==> config.mk <==
export PLATFORM = sky130hd
export DESIGN_NAME = hmq_ctrl
export DESIGN_NICKNAME = d
export VERILOG_FILES = /design/src/hdl/hmq_pkg.sv /design/src/hdl/hmq_ctrl.sv
export SDC_FILE = /design/constraint.sdc
export NUM_CORES = 1
export LEC_CHECK = 0
export ABC_AREA = 1
export BUFFER_PORTS_ARGS = -buffer_cell sky130_fd_sc_hd__buf_2
export CAP_MARGIN = 20
export CORE_AREA = 5 5 42 44
export DETAILED_ROUTE_END_ITERATION = 6
export DIE_AREA = 0 0 47 49
export PLACE_DENSITY = 0.69
export RECOVER_POWER = 100
export REMOVE_ABC_BUFFERS = 1
export SYNTH_ARGS = -nofsm -noshare
export SYNTH_HDL_FRONTEND = slang
export SYNTH_SLANG_ARGS = --single-unit
==> constraint.sdc <==
create_clock -name i_clk -period 1.85 [get_ports i_clk]
set_input_delay 0.37 -clock i_clk [delete_from_list [all_inputs] [get_ports i_clk]]
set_output_delay 0.37 -clock i_clk [all_outputs]
set_load 0.05 [all_outputs]
==> src/hdl/hmq_pkg.sv <==
// ============================================================================
// hmq_pkg: shared types for the binary min-heap queue
// Controller states, result status codes and controller/datapath interface.
// ============================================================================
package hmq_pkg;

    // Result status of one transaction
    typedef enum logic [1:0] {
        HQ_DONE  = 2'd0,
        HQ_FULL  = 2'd1,
        HQ_EMPTY = 2'd2
    } t_status;

    // Controller states
    typedef enum logic [2:0] {
        S_IDLE,
        S_DECIDE,
        S_UP_RD,
        S_UP_CMP,
        S_POP,
        S_DN_RD,
        S_DN_CMP,
        S_FIN
    } t_state;

    // Controller -> datapath commands
    typedef struct packed {
        logic    load;        // latch the incoming transaction
        logic    set_status;  // record a rejection code
        t_status status_code;
        logic    start_ins;   // hole at the end, bump count
        logic    rd_up;       // read parent of hole
        logic    step_up;     // move parent down into hole
        logic    rd_pop;      // read root and last entry
        logic    take_pop;    // capture root, last entry becomes mover
        logic    rd_down;     // read both children of hole
        logic    step_down;   // move smaller child up into hole
        logic    put_mov;     // park mover in hole
        logic    out_load;    // load result register
    } t_dp_cmd;

    // Datapath -> controller status
    typedef struct packed {
        logic is_remove;
        logic full;
        logic empty;
        logic one_left;
        logic pos_zero;
        logic up_swap;
        logic down_swap;
    } t_dp_stat;

endpackage

==> src/hdl/hmq_ctrl.sv <==
// ============================================================================
// hmq_ctrl: heap controller
// Sequences insert / remove, sift loops and the result register handshake.
// ============================================================================
module hmq_ctrl (
    input  logic              i_clk,
    input  logic              i_rst_n,
    input  logic              i_in_valid,
    output logic              o_in_ready,
    output logic              o_out_valid,
    input  logic              i_out_ready,
    input  hmq_pkg::t_dp_stat i_stat,
    output hmq_pkg::t_dp_cmd  o_cmd
);
    import hmq_pkg::*;

    t_state r_state, n_state;
    logic   r_out_valid;
    logic   out_free;

    assign out_free = !r_out_valid || i_out_ready;

    always_comb begin
        n_state = r_state;
        unique case (r_state)
            S_IDLE:   if (i_in_valid) n_state = S_DECIDE;
            S_DECIDE: begin
                if (i_stat.is_remove) begin
                    n_state = i_stat.empty ? S_FIN : S_POP;
                end else begin
                    n_state = i_stat.full ? S_FIN : S_UP_RD;
                end
            end
            S_UP_RD:  n_state = i_stat.pos_zero ? S_FIN : S_UP_CMP;
            S_UP_CMP: n_state = i_stat.up_swap ? S_UP_RD : S_FIN;
            S_POP:    n_state = i_stat.one_left ? S_FIN : S_DN_RD;
            S_DN_RD:  n_state = S_DN_CMP;
            S_DN_CMP: n_state = i_stat.down_swap ? S_DN_RD : S_FIN;
            S_FIN:    if (out_free) n_state = S_IDLE;
            default:  n_state = S_IDLE;
        endcase
    end

    always_comb begin
        o_cmd       = '0;
        o_in_ready  = 1'b0;
        unique case (r_state)
            S_IDLE: begin
                o_in_ready = 1'b1;
                o_cmd.load = i_in_valid;
            end
            S_DECIDE: begin
                if (i_stat.is_remove) begin
                    if (i_stat.empty) begin
                        o_cmd.set_status  = 1'b1;
                        o_cmd.status_code = HQ_EMPTY;
                    end else begin
                        o_cmd.rd_pop = 1'b1;
                    end
                end else begin
                    if (i_stat.full) begin
                        o_cmd.set_status  = 1'b1;
                        o_cmd.status_code = HQ_FULL;
                    end else begin
                        o_cmd.start_ins = 1'b1;
                    end
                end
            end
            S_UP_RD: begin
                if (i_stat.pos_zero) begin
                    o_cmd.put_mov = 1'b1;
                end else begin
                    o_cmd.rd_up = 1'b1;
                end
            end
            S_UP_CMP: begin
                if (i_stat.up_swap) begin
                    o_cmd.step_up = 1'b1;
                end else begin
                    o_cmd.put_mov = 1'b1;
                end
            end
            S_POP:    o_cmd.take_pop = 1'b1;
            S_DN_RD:  o_cmd.rd_down = 1'b1;
            S_DN_CMP: begin
                if (i_stat.down_swap) begin
                    o_cmd.step_down = 1'b1;
                end else begin
                    o_cmd.put_mov = 1'b1;
                end
            end
            S_FIN:    o_cmd.out_load = out_free;
            default:  o_cmd = '0;
        endcase
    end

    always_ff @(posedge i_clk) begin
        if (!i_rst_n) begin
            r_state     <= S_IDLE;
            r_out_valid <= 1'b0;
        end else begin
            r_state <= n_state;
            if (o_cmd.out_load) begin
                r_out_valid <= 1'b1;
            end else if (i_out_ready) begin
                r_out_valid <= 1'b0;
            end
        end
    end

    assign o_out_valid = r_out_valid;

endmodule

After elaboration in Yosys (flattened, before gate mapping). Cells that the tools add are included.

Register bits: 4. Output and inout port bits: 15. Word-level logic and storage cells: 52.

Equal/unequal tests: 9. Reductions and logical operators: 5. Multiplexer cells: 36.

Operators with widths (number): 3-bit two-way mux (9); 3-bit one-hot mux with 8 select lines (1); 1-bit two-way mux (21); 3-bit == test, second input constant (4); 3-bit by 2-bit == test with 1-bit output, second input constant (2); 2-bit two-way mux (3); 4-bit two-way mux (1); 2-bit inequality test, second input constant (2); 3-bit by 1-bit == test with 1-bit output, second input constant (1); 3-bit logical NOT (1); 1-bit one-hot mux with 3 select lines (1); 2-bit AND reduction (1); 2-bit nonzero test (1); 1-bit logical NOT (1); 1-bit logical OR (1).

Depth between registers and ports, before layout. Gate-level depths: netlist of the first run.

Depth in word-level cells: 4. Mapped depth: 8. Depth with buffers taken out: 8.

Worst setup path after synthesis of the first run. Ideal clock, no wire load.

Path type: reg-to-output. Start point: register r_state[1]. End point: output o_cmd[12] (netlist bit). Stages on the path, launching flop included: 3. Slack: -567 ps. Data required time: 1480 ps. Arrival: 2047 ps. Path buffers: 1. Path through: dfxtp_1 > buf_2 > nor4_1.

RTL lines: start: declaration (line hmq_ctrl.sv:17) `t_state r_state, n_state;`; start signal: assignment (line hmq_ctrl.sv:102) `r_state <= n_state;`; end: declaration (line hmq_ctrl.sv:13) `output hmq_pkg::t_dp_cmd o_cmd`.

==> results of run 1 <==
==> power groups by stage <==
stage | combinational, W | clock, W | sequential (W)
final | 0.000425 | 0.000105 | 0.000176
after global routing | 0.000463 | 0.000115 | 0.000183
after CTS | 0.000433 | 0.000111 | 0.000173
after detailed placement | 0.000429 | 0 | 0.000171
after global placement | 0.000426 | 0 | 0.000168
after floorplan | 0.000343 | 0 | 0.000162
==> layout by cell type, fill, tap and decap left out, types with 2 or more instances in the layout <==
master and n:
nand2_1 15, buf_2 14, nor2_1 12, inv_1 11, clkbuf_2 10, nand3_1 5
nor3_2 4, inv_2 3, clkbuf_4 3, nor3_1 2, nor2_2 2, nand3_2 2
dfxtp_2 2
==> worst reg2reg max path, stage by stage, from the launching register on <==
cell     delay (ns)
dfxtp_2        0.45
inv_2          0.12
nand3_2        0.08
nor2_1         0.04
nor2_1         0.13
nand3_1        0.09
nand2_1        0.06
inv_1          0.03
==> sequential cells by signal, indices dropped and copies added (netlist names) <==
signal       cells
o_out_valid      1
r_state          3
==> timing repair <==
item                       in CTS  in global routing
gates resized for setup         4                  2
setup buffers                   0                  0
setup endpoints to repair       5                  6
hold buffers                    0                  0
==> final cells by class <==
type / count / area (µm²)
clock buffers: 3 / 22.5
fillers: 178 / 832
inverters: 14 / 52.6
multi-input cells: 49 / 264
flip-flops and latches: 4 / 86.3
well taps: 16 / 20.0
repair buffers: 25 / 124
==> metal layers <==
layer	up-vias	track usage, %	share of wire (%)
met3	3	1.85	9.7
met5	-	0	0
met2	19	15.6	48
met1	214	13.0	40
met4	0	6.91	2.7
li1	267	-	-
==> kinds of logic after synthesis <==
logic type	after synthesis	share of synthesized area, %
AOI/OAI and AO/OA	2	3.06
DFF	4	19.6
and+or+nand+nor	47	62.1
buffers and inverters	16	15.3
==> worst paths after layout <==
check	endpoint	slack [ns]
max	o_cmd[9]	0.12
min	r_state[2]	0.37
max reg2reg	r_state[2]	0.73
min reg2reg	r_state[1]	0.59
==> stage by stage <==
stage / total power [W] / instances / TNS, ns / hold slack, ns
after floorplan: 0.000505 / 67 / -1.50 / 0.468
after global placement: 0.000594 / 108 / 0 / 0.603
after detailed placement: 0.000600 / 108 / 0 / 0.606
after CTS: 0.000717 / 111 / 0 / 0.364
after global routing: 0.000761 / 111 / 0 / 0.382
final: 0.000706 / 111 / 0 / 0.371
==> flow_summary.toml, run 1 <==
[run_status]
status = "completed"

[placement]
gp_congestion = 0.703
portBuffers = 25
placed_area_um2 = 544
dpl_worst_slack_ns = 0.129
place_hpwl_um = 916

[cts]
cts_buffers = 3
cts.clk_slew.worst_paths_ns = 0.03
cts_root_buf = "clkbuf_4"
cts_tree = "yes"
clk_path_buf_depth = 2
cts.sinks = 4
h-tree-depth = 1
clk_latency_ns = 0.23

[critical_path]
startpoint_type = "flop"
reg2reg_depth = 7
slowest_stage = "dfxtp_2"
cp.required_ns = 1.48
worstPathCellList = "inv_2, nor3_4, inv_2, nor3_2, buf_2"
crit_family = "buffers and inverters"
startpoint = "r_state[0]"
worst-setup-path-type = "flop to output port"
reg2reg_from = "r_state[2]"
crit_fanout = 7
arrival_ns = 1.36
critPathCaptureType = "output port"
crit_buf_inv = 3
slowest_delay_ns = 0.39
cp_common_cell = "inv_2"
path_depth = 5

[floorplanning]
coreArea_um2 = 1400
die_area_um2 = 2300
die_y_um = 49
initial_core_util_pct = 29.2
ioPinCount = 26
die_w_um = 47
num_rows = 14

[sta]
final-hold-violation-count = 0
grt_setup_unrepaired = "false"
report.final.slew_viol_count = 0
relSlewSlack_pct = 60.7
fmax_ghz = 0.578
finalClockSkew_ns = 0.00112
setup_viol = 0
finalCritPeriodShare_pct = 93.6
period_needed_ns = 1.73
tightest_slew_ns = 0.592
worst_slack_ns = 0.119

[synthesis]
synth_area_leader_cell = "dfxtp_1"
avgSynthCellArea_um2 = 5.93
synth_warnings = 0
synthTopCellsByCount = "nand2_1 (15), inv_1 (11), nor2_1 (11)"
ys.flop_type = "dfxtp_1"
synth_top_area_share_pct = 19.6
syn_area_um2 = 409
synth_edf_count = 0
synthArstFlopShare_pct = 0
ys_seq_area_share_pct = 19.6
synth_cells = 69
ys_ff_latch = 4
yosysUniqueCellTypes = 18
synth_area_leaders = "dfxtp_1 (20%), nand2_1 (14%), inv_1 (10%)"
synth.most_common_cell = "nand2_1"

[pwr]
ir_drop_v = 0.000755
pwr-share-comb_pct = 60.2
p_per_area_nw_per_um2 = 1240
seq_power_share_pct = 25.0
switching_share_pct = 57.7
netSwitchingPower_w = 0.000407
p_leak_nw = 0.338
intPower_w = 0.000299
power_frac_clock_pct = 14.8

[global_routing]
grt_max_degree = 12
grtUsageTotal_pct = 10.4
grt_overflow = 0
grt_pass1_vias = 477
antenna_found_initial = 0
grt_pass1_wl_mm = 1.79

[layout]
num_antenna_cells = 0
final_nets = 108
postLayoutCellArea_um2 = 569
synthToLayoutAreaGrowth_pct = 39.1
drive_gt1_share_pct = 45.3
fin_util_pct = 40.6

[drt]
route.detailed.drc = 0
dr.pass1.iters = 1
wl_per_cell_um = 9.52
detail-route-antenna-nets = 0
drt_iter0_drc = 0
vias = 503
wl_mm = 1.06
vias_per_cell = 4.53

[worst_hold_path]
hold_class = "input pin to flop"
hold_path_startpoint = "i_rst_n"
whs_path_depth = 3

[job]
cap_viol_max_count = 0
No activity file was read; power rests on OpenSTA's default activity.
==> run 2, diff against run 1 <==
REMOVE_ABC_BUFFERS = not set   (was 1)
==> flow_summary.toml, run 2 (synthesis results as in run 1) <==
[synthesis]
synth_nets = 80

[sta]
setup_viol = 0
final-hold-violation-count = 0
setup_tns_ns = 0
finalCritPeriodShare_pct = 95.6
relSlewSlack_pct = 60.6
grt_setup_unrepaired = "false"
fmax_ghz = 0.565
tightest_slew_ns = 0.593
finalClockSkew_ns = 0.00303
report.final.slew_viol_count = 0
period_needed_ns = 1.77

[critical_path]
reg2reg_depth = 6
worst-setup-path-type = "flop to output port"
startpoint_type = "flop"
arrival_ns = 1.40
timing.rr.end = "r_state[0]"
reg2reg_from = "r_state[2]"
crit_fanout = 6
cp.required_ns = 1.48
worstPathCellList = "buf_4, nand4_1, nand2_1, buf_2"
critPathCaptureType = "output port"
r2r_slack_ns = 0.66
slowest_stage = "dfxtp_1"
slowest_delay_ns = 0.48
worstSetupEndpoint = "o_cmd[1]"
startpoint = "r_state[2]"

[cts]
post_cts_buffers = 0
clk_path_buf_depth = 2
cts.sinks = 4
cts_buffers = 3
cts_tree = "yes"
cts_hold_buf = 0
clk_latency_ns = 0.23
h-tree-depth = 1
cts.clk_slew.worst_paths_ns = 0.04
cts_root_buf = "clkbuf_4"

[run_status]
status = "completed"

[global_routing]
antenna_found_initial = 0
grtUsageTotal_pct = 10.6
grt_overflow = 0
grt_pass1_wl_mm = 1.90
grt_max_degree = 8
grt_pass1_vias = 483

[layout]
fin_util_pct = 43.3
layout_commonest_cell = "nand2_1"
regMostFlops = "r_state"
synthToLayoutAreaGrowth_pct = 48.3
final_nets = 110
drive_gt1_share_pct = 49.5
num_antenna_cells = 0
largest_reg_flops = 3
final_cell_mix = "nand2_1 (15), buf_2 (12), inv_1 (11), nor2_1 (11), clkbuf_2 (9)"

[floorplanning]
initial_core_util_pct = 29.2
die_w_um = 47
ioPinCount = 26
die_area_um2 = 2300
num_rows = 14
die_y_um = 49
coreArea_um2 = 1400

[worst_hold_path]
hold_class = "input pin to flop"
hold_path_startpoint = "i_rst_n"

[drt]
vias_per_cell = 4.35
wl_mm = 1.06
detail-route-antenna-nets = 0
dr.pass1.iters = 4
wl_per_cell_um = 9.37
vias = 492
route.detailed.drc = 0
drt_iter0_drc = 4

[pwr]
ir_drop_v = 0.000479
p_per_area_nw_per_um2 = 1200
p_leak_nw = 0.350

[job]
cap_viol_max_count = 0

[placement]
gp_congestion = 0.718
place_hpwl_um = 919
portBuffers = 25
run 2: changes by cell type in the layout (fill, tap and decap cells not counted), sizes merged:
| cell | change |
|---|---|
| clkbuf | +2 |
run 2: critical path, delay by kind of cell, from the launching register on:
family,cells,cell delay (ns)
simple gates,2,0.23
buf+inv,2,0.46
flops,1,0.48
run 2: power by group:
part	internal (W)	switching, W
registers	0.000110	0.0000487
clock network	0.0000722	0.0000304
logic	0.000133	0.000337
run 2: what timing repair did:
action / 4_1_cts / 5_1_grt
resized for setup: 1 / 4
gates cloned: 0 / 0
hold endpoints to repair: 0 / 0
setup endpoints to repair: 4 / 4
pin swaps: 0 / 0
run 2: worst min-delay path by stage:
| stage | end | slack, ns | cells after the start |
|---|---|---|---|
| 5_1_grt | r_state[2] | 0.39 | 3 |
| 4_1_cts | r_state[2] | 0.37 | 3 |
| 6_report | r_state[2] | 0.37 | 3 |
| 3_5_place_dp | r_state[2] | 0.61 | 3 |
| 2_1_floorplan | r_state[2] | 0.47 | 2 |
| 3_3_place_gp | r_state[2] | 0.61 | 3 |
run 2: per-stage QoR:
step | instance area (µm²) | cells | total power (W) | hold WS (ns) | setup slack [ns]
after global routing | 607 | 113 | 0.000797 | 0.392 | 0.00147
after floorplan | 430 | 69 | 0.000530 | 0.468 | 0.000403
after CTS | 604 | 113 | 0.000742 | 0.370 | 0.0196
final | 607 | 113 | 0.000731 | 0.373 | 0.0813
after detailed placement | 581 | 110 | 0.000633 | 0.606 | 0.199
after global placement | 581 | 110 | 0.000629 | 0.608 | 0.244
run 2: layer usage:
metal	track usage, %	vias to the layer above	share of wire [%]
met4	1.38	0	0
met1	13.0	209	39
met3	3.69	0	8.2
li1	-	271	-
met5	0	-	0
met2	17.6	12	53
run 2: area by class of cell:
class                           instances  area (µm²)
Fill cell                             169         795
Multi-Input combinational cell         49         283
Timing Repair Buffer                   27         146
Sequential cell                         4        82.6
Inverter                               14        52.6
Clock buffer                            3        22.5
Tap cell                               16        20.0
